$ cat src/rtl/sqt_pkg.sv
// shared types and character codes for the shell quote tokenizer
package sqt_pkg;

    localparam int unsigned ChW = 8;

    typedef enum logic [1:0] {
        MODE_GEN = 2'd0,
        MODE_SQ  = 2'd1,
        MODE_DQ  = 2'd2
    } lex_mode_t;

    localparam logic [ChW-1:0] CH_NUL    = 8'h00;
    localparam logic [ChW-1:0] CH_TAB    = 8'h09;
    localparam logic [ChW-1:0] CH_SPACE  = 8'h20;
    localparam logic [ChW-1:0] CH_DQUOTE = 8'h22;
    localparam logic [ChW-1:0] CH_AMP    = 8'h26;
    localparam logic [ChW-1:0] CH_SQUOTE = 8'h27;
    localparam logic [ChW-1:0] CH_SEMI   = 8'h3B;
    localparam logic [ChW-1:0] CH_LT     = 8'h3C;
    localparam logic [ChW-1:0] CH_GT     = 8'h3E;
    localparam logic [ChW-1:0] CH_BSLASH = 8'h5C;
    localparam logic [ChW-1:0] CH_PIPE   = 8'h7C;

    typedef struct packed {
        lex_mode_t mode;
        logic      esc_pending;
        logic      word_open;
    } lex_state_t;

    typedef struct packed {
        logic [ChW-1:0] out_byte;
        logic           has_byte;
        logic           token_kind;
        logic           token_end;
        lex_mode_t      quote_mode;
        logic           last;
    } result_t;

endpackage

$ cat src/rtl/sqt_step.sv
// combinational lexer step: one byte and the current state give up to two results
module sqt_step (
    input  logic [sqt_pkg::ChW-1:0] ch,
    input  sqt_pkg::lex_state_t     st,
    output sqt_pkg::lex_state_t     st_next,
    output sqt_pkg::result_t        res0,
    output sqt_pkg::result_t        res1,
    output logic [1:0]              res_cnt
);

    sqt_pkg::result_t   r0;
    sqt_pkg::result_t   r1;
    sqt_pkg::result_t   word_res;
    sqt_pkg::result_t   close_res;
    sqt_pkg::result_t   op_res;
    sqt_pkg::lex_state_t nxt;
    logic [1:0]          cnt;
    logic                in_quote;

    always_comb begin
        word_res   = '{out_byte: ch, has_byte: 1'b1, token_kind: 1'b0, token_end: 1'b0,
                       quote_mode: sqt_pkg::MODE_GEN, last: 1'b0};
        close_res  = '{out_byte: '0, has_byte: 1'b0, token_kind: 1'b0, token_end: 1'b1,
                       quote_mode: sqt_pkg::MODE_GEN, last: 1'b0};
        op_res     = '{out_byte: ch, has_byte: 1'b1, token_kind: 1'b1, token_end: 1'b1,
                       quote_mode: sqt_pkg::MODE_GEN, last: 1'b0};
        in_quote   = (st.mode == sqt_pkg::MODE_SQ) || (st.mode == sqt_pkg::MODE_DQ);
        nxt        = st;
        cnt        = 2'd0;
        r0         = close_res;
        r1         = close_res;

        if (ch == sqt_pkg::CH_NUL) begin
            // end of line closes any open word and drops quote and escape
            if (st.word_open) begin
                cnt = 2'd1;
            end
            nxt = '{mode: sqt_pkg::MODE_GEN, esc_pending: 1'b0, word_open: 1'b0};
        end else if (in_quote) begin
            r0            = word_res;
            cnt           = 2'd1;
            nxt.word_open = 1'b1;
            if ((st.mode == sqt_pkg::MODE_SQ && ch == sqt_pkg::CH_SQUOTE) ||
                (st.mode == sqt_pkg::MODE_DQ && ch == sqt_pkg::CH_DQUOTE)) begin
                nxt.mode = sqt_pkg::MODE_GEN;
            end
        end else begin
            nxt.mode = sqt_pkg::MODE_GEN;
            if (st.esc_pending) begin
                nxt.esc_pending = 1'b0;
                r0              = word_res;
                cnt             = 2'd1;
                nxt.word_open   = 1'b1;
            end else begin
                unique case (ch) inside
                    sqt_pkg::CH_BSLASH: begin
                        nxt.esc_pending = 1'b1;
                    end
                    sqt_pkg::CH_SQUOTE, sqt_pkg::CH_DQUOTE: begin
                        r0            = word_res;
                        cnt           = 2'd1;
                        nxt.word_open = 1'b1;
                        nxt.mode      = (ch == sqt_pkg::CH_SQUOTE) ? sqt_pkg::MODE_SQ
                                                                   : sqt_pkg::MODE_DQ;
                    end
                    sqt_pkg::CH_SPACE, sqt_pkg::CH_TAB: begin
                        if (st.word_open) begin
                            cnt = 2'd1;
                        end
                        nxt.word_open = 1'b0;
                    end
                    sqt_pkg::CH_SEMI, sqt_pkg::CH_GT, sqt_pkg::CH_LT,
                    sqt_pkg::CH_AMP, sqt_pkg::CH_PIPE: begin
                        if (st.word_open) begin
                            r1  = op_res;
                            cnt = 2'd2;
                        end else begin
                            r0  = op_res;
                            cnt = 2'd1;
                        end
                        nxt.word_open = 1'b0;
                    end
                    default: begin
                        r0            = word_res;
                        cnt           = 2'd1;
                        nxt.word_open = 1'b1;
                    end
                endcase
            end
        end

        r0.quote_mode = nxt.mode;
        r1.quote_mode = nxt.mode;
        r0.last       = (cnt == 2'd1);
        r1.last       = 1'b1;
    end

    assign st_next = nxt;
    assign res0    = r0;
    assign res1    = r1;
    assign res_cnt = cnt;

endmodule

$ cat src/rtl/shell_quote_tokenizer.sv
// top level of the shell quote tokenizer: input stage, lexer state, result buffer
// the first result of a byte passes the input stage register, then the result register, before it shows on m_
// throughput: one byte per cycle when each byte gives at most one result and m_tready stays high
// a byte that gives two results (word close plus operator) holds the input until its second result leaves the hold slot
// rate is set by the single result register draining one result per cycle while m_tready is high
// reset: synchronous active-low aresetn clears lexer state and all valid flags
module shell_quote_tokenizer (
    input  logic                    aclk,
    input  logic                    aresetn,
    // input byte stream
    input  logic                    s_tvalid,
    output logic                    s_tready,
    input  logic [sqt_pkg::ChW-1:0] s_tdata,   // [7:0] ch
    // token result stream
    output logic                    m_tvalid,
    input  logic                    m_tready,
    output logic [sqt_pkg::ChW-1:0] m_tdata,   // [7:0] out_byte
    output logic [4:0]              m_tuser,   // [0] has_byte, [1] token_kind,
                                               // [2] token_end, [4:3] quote_mode
    output logic                    m_tlast    // final result of one input byte
);

    // input stage register
    logic                    stage_valid_reg;
    logic                    stage_valid_next;
    logic [sqt_pkg::ChW-1:0] stage_ch_reg;

    // lexer state
    sqt_pkg::lex_state_t st_reg;
    sqt_pkg::lex_state_t st_new;

    // result register plus a hold slot for the second result of a byte
    sqt_pkg::result_t out_reg;
    sqt_pkg::result_t out_next;
    logic             out_valid_reg;
    logic             out_valid_next;
    sqt_pkg::result_t hold_reg;
    sqt_pkg::result_t hold_next;
    logic             hold_valid_reg;
    logic             hold_valid_next;

    // step results
    sqt_pkg::result_t res0;
    sqt_pkg::result_t res1;
    logic [1:0]       res_cnt;

    logic out_free;
    logic stage_fire;

    sqt_step u_step (
        .ch      (stage_ch_reg),
        .st      (st_reg),
        .st_next (st_new),
        .res0    (res0),
        .res1    (res1),
        .res_cnt (res_cnt)
    );

    // result register can take a new value when empty or being drained
    assign out_free   = !out_valid_reg || m_tready;
    // the staged byte is processed only when both of its results have room
    assign stage_fire = stage_valid_reg && out_free && !hold_valid_reg;
    assign s_tready   = !stage_valid_reg || stage_fire;

    always_comb begin
        stage_valid_next = stage_valid_reg;
        if (s_tvalid && s_tready) begin
            stage_valid_next = 1'b1;
        end else if (stage_fire) begin
            stage_valid_next = 1'b0;
        end
    end

    always_comb begin
        out_next        = out_reg;
        out_valid_next  = out_valid_reg;
        hold_next       = hold_reg;
        hold_valid_next = hold_valid_reg;
        if (hold_valid_reg) begin
            // second result of the previous byte moves up
            if (out_free) begin
                out_next        = hold_reg;
                out_valid_next  = 1'b1;
                hold_valid_next = 1'b0;
            end
        end else if (stage_fire) begin
            case (res_cnt)
                2'd1: begin
                    out_next       = res0;
                    out_valid_next = 1'b1;
                end
                2'd2: begin
                    out_next        = res0;
                    out_valid_next  = 1'b1;
                    hold_next       = res1;
                    hold_valid_next = 1'b1;
                end
                default: begin
                    // byte with no result, e.g. a blank outside a word
                    out_valid_next = 1'b0;
                end
            endcase
        end else if (out_valid_reg && m_tready) begin
            out_valid_next = 1'b0;
        end
    end

    always_ff @(posedge aclk) begin
        if (!aresetn) begin
            stage_valid_reg <= 1'b0;
            out_valid_reg   <= 1'b0;
            hold_valid_reg  <= 1'b0;
            st_reg          <= '{mode: sqt_pkg::MODE_GEN, esc_pending: 1'b0,
                                 word_open: 1'b0};
        end else begin
            stage_valid_reg <= stage_valid_next;
            out_valid_reg   <= out_valid_next;
            hold_valid_reg  <= hold_valid_next;
            if (stage_fire) begin
                st_reg <= st_new;
            end
        end
    end

    // payload registers
    always_ff @(posedge aclk) begin
        if (s_tvalid && s_tready) begin
            stage_ch_reg <= s_tdata;
        end
        out_reg  <= out_next;
        hold_reg <= hold_next;
    end

    assign m_tvalid = out_valid_reg;
    assign m_tdata  = out_reg.out_byte;
    assign m_tuser  = {out_reg.quote_mode, out_reg.token_end, out_reg.token_kind,
                       out_reg.has_byte};
    assign m_tlast  = out_reg.last;

`ifndef SYNTH
    // a held second result always sits behind a valid first one
    a_hold_behind_out: assert property (@(posedge aclk) disable iff (!aresetn)
        hold_valid_reg |-> out_valid_reg)
        else $error("hold slot valid with empty result register");

    // only an operator token can be the second result of a byte
    a_hold_is_op: assert property (@(posedge aclk) disable iff (!aresetn)
        hold_valid_reg |-> (hold_reg.token_kind && hold_reg.last && hold_reg.token_end))
        else $error("held result is not a closing operator");

    // a two-result byte fills both slots
    a_pair_loaded: assert property (@(posedge aclk) disable iff (!aresetn)
        (stage_fire && res_cnt == 2'd2) |=> (out_valid_reg && hold_valid_reg))
        else $error("two-result byte did not fill both slots");

    // a result that is not the last of its byte has its partner waiting
    a_not_last_has_pair: assert property (@(posedge aclk) disable iff (!aresetn)
        (m_tvalid && !m_tlast) |-> hold_valid_reg)
        else $error("non-final result without a pending partner");

    // escape is only armed in general mode
    a_esc_general: assert property (@(posedge aclk) disable iff (!aresetn)
        st_reg.esc_pending |-> (st_reg.mode == sqt_pkg::MODE_GEN))
        else $error("escape pending inside quotes");
`endif

endmodule
$ cat config.mk
export PLATFORM = sky130hd
export DESIGN_NAME = shell_quote_tokenizer
export DESIGN_NICKNAME = d
export VERILOG_FILES = /design/src/rtl/sqt_pkg.sv /design/src/rtl/sqt_step.sv /design/src/rtl/shell_quote_tokenizer.sv
export SDC_FILE = /design/constraint.sdc
export NUM_CORES = 1
export LEC_CHECK = 0
export ABC_AREA = 1
export BUFFER_PORTS_ARGS = -buffer_cell sky130_fd_sc_hd__buf_2
export CORE_MARGIN = 4
export CORE_UTILIZATION = 45
export DETAILED_ROUTE_END_ITERATION = 8
export SKIP_CTS_REPAIR_TIMING = 1
export SLEW_MARGIN = 5
export SYNTH_ARGS = -nofsm -noshare
export SYNTH_HDL_FRONTEND = slang
export SYNTH_HIERARCHICAL = 1
export SYNTH_SLANG_ARGS = --single-unit
export TNS_END_PERCENT = 10
$ cat constraint.sdc
create_clock -name aclk -period 4.8 [get_ports aclk]
set_input_delay 0.96 -clock aclk [delete_from_list [all_inputs] [get_ports aclk]]
set_output_delay 0.96 -clock aclk [all_outputs]
set_load 0.05 [all_outputs]
# After elaboration in Yosys (flattened, before gate mapping)
# Cells that the tools add are included.
dict set report word_totals {
  inputBits 12
  regBits 42
  output_inout_bits 16
}
dict set report op_classes {
  muxes 38
  eq_ne 17
  n_bitwise 3
  reduce_logical 31
}
# operator n
set op_table {}
lappend op_table {{$mux 14} 7}
lappend op_table {{$eq 8x6->1 const B} 7}
lappend op_table {{$pmux 14 s2} 2}
lappend op_table {{$mux 2} 10}
lappend op_table {{$eq 8x7->1 const B} 2}
lappend op_table {{$mux 1} 15}
lappend op_table {{$reduce_or 5->1} 2}
lappend op_table {{$eq 8x4->1 const B} 1}
lappend op_table {{$logic_not 8->1} 1}
lappend op_table {{$reduce_or 7->1} 1}
lappend op_table {{$logic_and 1x1->1} 6}
lappend op_table {{$mux 6} 1}
lappend op_table {{$pmux 2 s3} 1}
lappend op_table {{$reduce_and 2->1} 3}
lappend op_table {{$reduce_and 3->1} 2}
lappend op_table {{$reduce_bool 3->1} 2}
lappend op_table {{$reduce_or 2->1} 3}
lappend op_table {{$eq 2x1->1 const B} 2}
lappend op_table {{$eq 2x2->1 const B} 2}
lappend op_table {{$logic_or 1x1->1} 4}
lappend op_table {{$mux 4} 1}
lappend op_table {{$ne 4x2->1 const B} 1}
lappend op_table {{$reduce_bool 2->1} 2}
lappend op_table {{$reduce_or 4->1} 1}
lappend op_table {{6 further kinds} 10}

# Logic depth before layout (Yosys ltp)
# Gate-level depths: netlist of run 1.
dict set report depth {
  word_depth 11
  ltp_mapped 15
  depth_no_buf 14
}

# By module
# Netlist of run 1, hierarchy kept.
# module area_each_um2 cells_per_inst seq_area_each_um2 n_inst
set by_module_without_submodules {}
lappend by_module_without_submodules {shell_quote_tokenizer 1634.1 133 1221.2 1}
lappend by_module_without_submodules {sqt_step 563.0 110 0.0 1}

# Worst setup path after synthesis of run 1
# Ideal clock, no wire load.
dict set report synth_path {
  path_type {flip-flop to flip-flop}
  from {register st_reg[2] (netlist bit)}
  to {register out_reg (netlist bit m_tdata[0]), enable pin}
  stages_incl_launch_ff 14
  arrival_time_ns 2.255
  period_less_slack_ns 2.642
  slack_ns 2.158
  setup_time_ns 0.387
  path_cell_list {dfxtp_1 -> inv_1 -> ha_1 -> inv_1 -> nor2_1 -> nand2_1 -> nand3_2 -> buf_6 -> nand3_1 -> inv_1 -> ha_1 -> inv_1 -> nand3_2 -> o21ai_1}
}
dict set report synth_via {
  elab_chain_cells 7
  word_cells_on_any_way 9
  cone_classes {eq/ne: 4; mux: 2; reduce/logical: 3}
}
# item line
set synth_rtl {}
lappend synth_rtl {{start, declared} shell_quote_tokenizer.sv:29} ;# sqt_pkg::lex_state_t st_reg;
lappend synth_rtl {{start signal, assigned} shell_quote_tokenizer.sv:113} ;# st_reg <= '{mode: sqt_pkg::MODE_GEN, esc_pending: 1'b0,
lappend synth_rtl {{start signal, assigned} shell_quote_tokenizer.sv:120} ;# st_reg <= st_new;
lappend synth_rtl {{$eq 2x1->1 or $eq 2x2->1 (tied branches)} sqt_step.sv:27} ;# in_quote = (st.mode == sqt_pkg::MODE_SQ) || (st.mode == sqt_pkg::MODE_DQ);
lappend synth_rtl {{$logic_or 1x1->1 (*)} sqt_step.sv:27}
lappend synth_rtl {{$mux 2 (*)} sqt_step.sv:39} ;# end else if (in_quote) begin
lappend synth_rtl {{$mux 2 (*)} sqt_step.sv:33} ;# if (ch == sqt_pkg::CH_NUL) begin
lappend synth_rtl {{named net res_cnt[0]} shell_quote_tokenizer.sv:45} ;# logic [1:0] res_cnt;
lappend synth_rtl {{$eq 2x1->1 or $eq 2x2->1 (tied branches)} shell_quote_tokenizer.sv:87} ;# case (res_cnt)
lappend synth_rtl {{$reduce_bool 3->1 (no source line) (*)} --}
lappend synth_rtl {{$reduce_and 3->1 (no source line) (*)} --}
lappend synth_rtl {{end signal, assigned} shell_quote_tokenizer.sv:130} ;# out_reg <= out_next;
lappend synth_rtl {{end, declared} shell_quote_tokenizer.sv:33} ;# sqt_pkg::result_t out_reg;
# The timed path passes the listed nets; every way through them passes the cells marked *.
# A chain may end at the register's enable or synchronous reset.

# Worst setup path after layout of run 1
dict set report layout_path {
  from {register st_reg[2] (netlist bit)}
  to {register out_reg (netlist bit m_tdata[3]), enable pin}
}
# The elaborated chain is that of the path after synthesis.

==> results of run 1 <==
-- power groups by stage --
stage | Clock (mW) | Sequential [mW] | Combinational [mW]
2_1_floorplan | 0 | 0.454 | 0.0440
3_3_place_gp | 0 | 0.434 | 0.0786
3_5_place_dp | 0 | 0.435 | 0.0789
4_1_cts | 0.334 | 0.426 | 0.0792
5_1_grt | 0.347 | 0.428 | 0.0882
6_report | 0.328 | 0.426 | 0.0789
-- area by class of cell --
| type | count | area (sq um) | area share |
|---|---|---|---|
| Clock inverter | 2 | 60.1 | 0.0246 |
| Multi-Input combinational cell | 155 | 749 | 0.307 |
| Inverter | 31 | 116 | 0.0477 |
| Clock buffer | 6 | 72.6 | 0.0298 |
| Tap cell | 67 | 83.8 | 0.0344 |
| Sequential cell | 43 | 1220 | 0.501 |
| Timing Repair Buffer | 27 | 135 | 0.0554 |
-- layer usage --
metal / track usage / vias up
met5: 0 / -
met3: 0.0313 / 4
met1: 0.160 / 665
met2: 0.217 / 24
met4: 0.0641 / 0
li1: - / 804
-- logic make-up (layout without fill, tap and decap cells) --
logic type,after synthesis,count (layout),share of synthesized area
other,2,3,0.00342
flip-flops,43,43,0.556
AO/OA/AOI/OAI,21,21,0.0575
AND/OR/NAND/NOR,128,128,0.261
adder cells (fa/ha/maj),3,3,0.0171
buffers and inverters,46,66,0.105
-- per-stage QoR --
step,hold WS (ns),total power [mW],util,cells
final,0.508,0.833,0.516,331
after global routing,0.537,0.863,0.516,331
after CTS,0.513,0.840,0.516,331
after detailed placement,0.500,0.514,0.488,323
after global placement,0.494,0.513,0.488,323
after floorplan,0.491,0.498,-,244
-- synth_stat cells, drive strengths merged --
| cell | n | area [sq um] |
|---|---|---|
| nand2 | 78 | 308 |
| edfxtp | 36 | 1080 |
| inv | 31 | 116 |
| nor2 | 28 | 131 |
| a21oi | 18 | 109 |
| nand3 | 16 | 95.1 |
| buf | 14 | 110 |
| dfxtp | 7 | 140 |
| ha | 3 | 37.5 |
| nand4 | 3 | 25.0 |
| nor3 | 3 | 15.0 |
| conb | 2 | 7.51 |
| o21ai | 2 | 10.0 |
| clkbuf | 1 | 3.75 |
| o31ai | 1 | 7.51 |
-- path summary, 6_finish.rpt --
| check | end | slack (ns) | cells past startpoint |
|---|---|---|---|
| min reg2reg | stage_valid_reg$_SDFFE_PN0P_ | 0.51 | 2 |
| min | stage_valid_reg$_SDFFE_PN0P_ | 0.51 | 2 |
| max reg2reg | m_tdata[3]$_DFFE_PP_ | 1.82 | 12 |
| max | m_tdata[3]$_DFFE_PP_ | 1.82 | 12 |
-- worst max-delay path, delay by kind of cell, from the launching register on --
family	cells	cell delay, ns
AND/OR/NAND/NOR	5	0.85
AO/OA/AOI/OAI	1	0.62
adder cells (fa/ha/maj)	2	0.49
flip-flops	1	0.38
buffers and inverters	4	0.27
==> results.yml, run 1 <==
timing:
  maxSlewHeadroom: 0.245
  clock_skew_ns: 0.00406
  final-hold-violation-count: 0
  rsz0062_at_grt: "false"
  finalSetupTns_ns: 0
  period_needed_ns: 2.98
  max_freq_mhz: 336
  drv_slew: 0
  setup_ws_ns: 1.82
  setup_violations: 0
  worstMarginPinSlew_ns: 1.12
  fin_crit_sh: 0.621
drt:
  drtIter0Drc: 74
  route.met3.wl_microns: 142
  wl_met2_mm: 1.67
  drc: 0
  finalWirelength_mm: 3.62
  routedWlPerCell_microns: 10.9
  viasPerCell: 4.52
  drtPass1Iterations: 4
  highest_layer: "met4"
  vias: 1497
  antenna_left: 0
  met1_length_mm: 1.77
placed_design:
  pre_cts_slack_ns: 1.79
  io_buffers: 27
  placed_area_sq_um: 2310
  place_hpwl_mm: 2.65
  gp_congestion: 0.801
worst_setup_path:
  endpoint_kind: "flop"
  critPathArrivalTime_ns: 2.89
  crit_fanout: 14
  critical_path_class: "reg -> reg"
  cpMostUsedCell: "inv_1"
  startpoint: "st_reg[2]$_SDFFE_PN0P_"
  slowest_delay_ns: 0.62
  path_cells: "inv_1 -> ha_1 -> inv_1 -> nor2_1 -> nand2_1 -> nand3_2 -> nand3_1 -> inv_1 -> ha_1 -> inv_1 -> nand3_2 -> o21ai_1"
  cp-start-kind: "flop"
  timing.rr.start: "st_reg[2]$_SDFFE_PN0P_"
  cp_slowest_cell: "o21ai_1"
  crit_required_ns: 4.71
global_route:
  grt_pass1_wl_mm: 6.22
  grt_pass1_vias: 1412
  grt_use_total: 0.131
  antenna_found_initial: 0
  grt_max_degree: 18
  gr-total-overflow: 0
die:
  die_w_microns: 77.9
  core_sq_um: 4720
  floorplan.initialDensity: 0.465
  ios: 28
  rows: 25
  die_h_microns: 77.9
  die-area_sq_um: 6060
clocking:
  clockBufferDepth: 2
  path_clk_slew_ns: 0.08
  clock_latency_ns: 0.29
  clock_sinks: 43
  clockRootBuffer: "clkbuf_8"
  tritoncts: "done"
  numCtsBuffers: 5
  htree_levels: 2
power:
  intPower_mw: 0.647
  peakVddDrop_mv: 0.179
  power_leakage_nw: 1.05
  power.density_nw_per_um2: 342
  p_seq_frac: 0.511
  comb_power_share: 0.095
  clock_power_share: 0.394
  switching_share: 0.224
  p_switching_mw: 0.186
layout:
  area_growth_pct: 11.0
  layout.nets: 278
  mostFrequentLayoutCells: "nand2_1, edfxtp_1, inv_1"
  insertedDiodeCount: 0
  drive_above_1_share: 0.208
  final_area_sq_um: 2440
  final.fill_count: 457
  final_common_cell: "nand2_1"
  largest_register_ffs: 14
logic_synthesis:
  mappedNetlistArea_sq_um: 2200
  avgSynthCellArea_sq_um: 9.04
  ys_types: 25
  yosysSeqAreaShare: 0.556
  yosysWarnings: 6
  ys_ff_latch: 43
  syn_inst: 243
min_path:
  hold_class: "reg -> reg"
  hp-start: "stage_valid_reg$_SDFFE_PN0P_"
run_status:
  status: "finished, final reports clean"
flow_run:
  max_cap_viol_count: 0
Note: power is estimated with default switching activity, not from simulation.
==> inputs of run 2 (changes only) <==
==> constraint.sdc (replaced) <==
create_clock -name aclk -period 3 [get_ports aclk]
set_input_delay 0.6 -clock aclk [delete_from_list [all_inputs] [get_ports aclk]]
set_output_delay 0.6 -clock aclk [all_outputs]
set_load 0.05 [all_outputs]
==> results.yml, run 2 (synthesis gave the netlist of run 1 again) <==
run_status:
  status: "finished, final reports clean"
global_route:
  grt_pass1_wl_mm: 6.51
  grt_pass1_vias: 1438
  antenna_found_initial: 0
  grt_use_total: 0.138
  grt_max_degree: 18
  gr-total-overflow: 0
die:
  ios: 28
  die_h_microns: 77.9
  die-area_sq_um: 6060
  floorplan.initialDensity: 0.465
  rows: 25
  die_w_microns: 77.9
  core_sq_um: 4720
timing:
  fin_crit_sh: 0.884
  drv_slew: 0
  period_needed_ns: 2.65
  clock_skew_ns: 0.00752
  worstMarginPinSlew_ns: 0.720
  rsz0062_at_grt: "false"
  maxSlewHeadroom: 0.520
  setup_violations: 0
  setup_ws_ns: 0.349
  max_freq_mhz: 377
  finalSetupTns_ns: 0
  final-hold-violation-count: 0
clocking:
  numCtsBuffers: 5
  path_clk_slew_ns: 0.08
  clock_latency_ns: 0.30
  clock_sinks: 43
  tritoncts: "done"
  htree_levels: 2
  clockBufferDepth: 2
  clockRootBuffer: "clkbuf_8"
layout:
  layout.nets: 280
  insertedDiodeCount: 0
  drive_above_1_share: 0.218
  mostFrequentLayoutCells: "nand2_1, edfxtp_1, inv_1"
  final_common_cell: "nand2_1"
  fin_util: 0.515
  largest_register_ffs: 14
  area_growth_pct: 10.8
worst_setup_path:
  cp-start-kind: "flop"
  critPathArrivalTime_ns: 2.59
  endpoint_kind: "flop"
  r2r_setup_slack_ns: 0.35
  crit_fanout: 14
  crit_required_ns: 2.94
  critical_path_class: "reg -> reg"
drt:
  routedWlPerCell_microns: 11.1
  drtPass1Iterations: 4
  vias: 1504
  finalWirelength_mm: 3.70
  drtIter0Drc: 87
  drc: 0
  viasPerCell: 4.52
  antenna_left: 0
min_path:
  hold_class: "in -> reg"
placed_design:
  pre_cts_slack_ns: 0.352
  io_buffers: 27
  place_hpwl_mm: 2.71
  gp_congestion: 0.750
power:
  peakVddDrop_mv: 0.287
  power_mw: 1.26
  power.density_nw_per_um2: 518
  power_leakage_nw: 1.05
flow_run:
  max_cap_viol_count: 0
run 2: cell count changes in the layout (fill, tap and decap cells not counted):
cell,before,now
buf_4,0,2
bufinv_16,2,1
clkbuf_1,1,0
clkinv_2,0,1
clkinv_4,0,1
run 2: final cells by class:
| type | instances | area (sq um) |
|---|---|---|
| timing repair buffer | 29 | 150 |
| inverter | 31 | 116 |
| multi-input combinational | 155 | 749 |
| clock inverter | 3 | 43.8 |
| clock buffer | 5 | 68.8 |
| tap | 67 | 83.8 |
| sequential | 43 | 1220 |
| fill | 460 | 2290 |
run 2: layer usage:
layer	part of all wire	track usage
met5	0	0
met4	0.017	0.0534
met3	0.048	0.0348
met2	0.46	0.230
met1	0.47	0.171
run 2: worst paths after layout:
kind | start | end | cells after the start
worst max-delay path | st_reg[2]$_SDFFE_PN0P_ | hold_reg[10]$_DFFE_PP_ | 11
worst min-delay path | s_tdata[7] | stage_ch_reg[7]$_DFFE_PP_ | 1
worst max register to register | st_reg[2]$_SDFFE_PN0P_ | hold_reg[10]$_DFFE_PP_ | 11
worst min register to register | hold_reg[10]$_DFFE_PP_ | m_tdata[4]$_DFFE_PP_ | 2
run 2: through the flow:
stage                     instances  hold WS, ns  cell area, sq um
after floorplan                 244        0.491              2200
after global placement          325        0.499              2320
after detailed placement        325        0.505              2320
after CTS                       333        0.465              2430
after global routing            333        0.462              2430
final                           333        0.472              2430
run 2: power breakdown:
group / internal [mW] / switching (mW)
clock network: 0.248 / 0.203
registers: 0.668 / 0.0134
logic: 0.0361 / 0.0933
total: 0.952 / 0.310
run 2: worst max-delay path, stage by stage (launching register included):
cell	delay [ns]
dfxtp_1	0.38
inv_1	0.06
ha_1	0.27
inv_1	0.08
nor2_1	0.31
nand2_1	0.12
nand3_2	0.24
nand3_1	0.11
inv_1	0.07
ha_1	0.16
nand3_2	0.08
inv_1	0.41
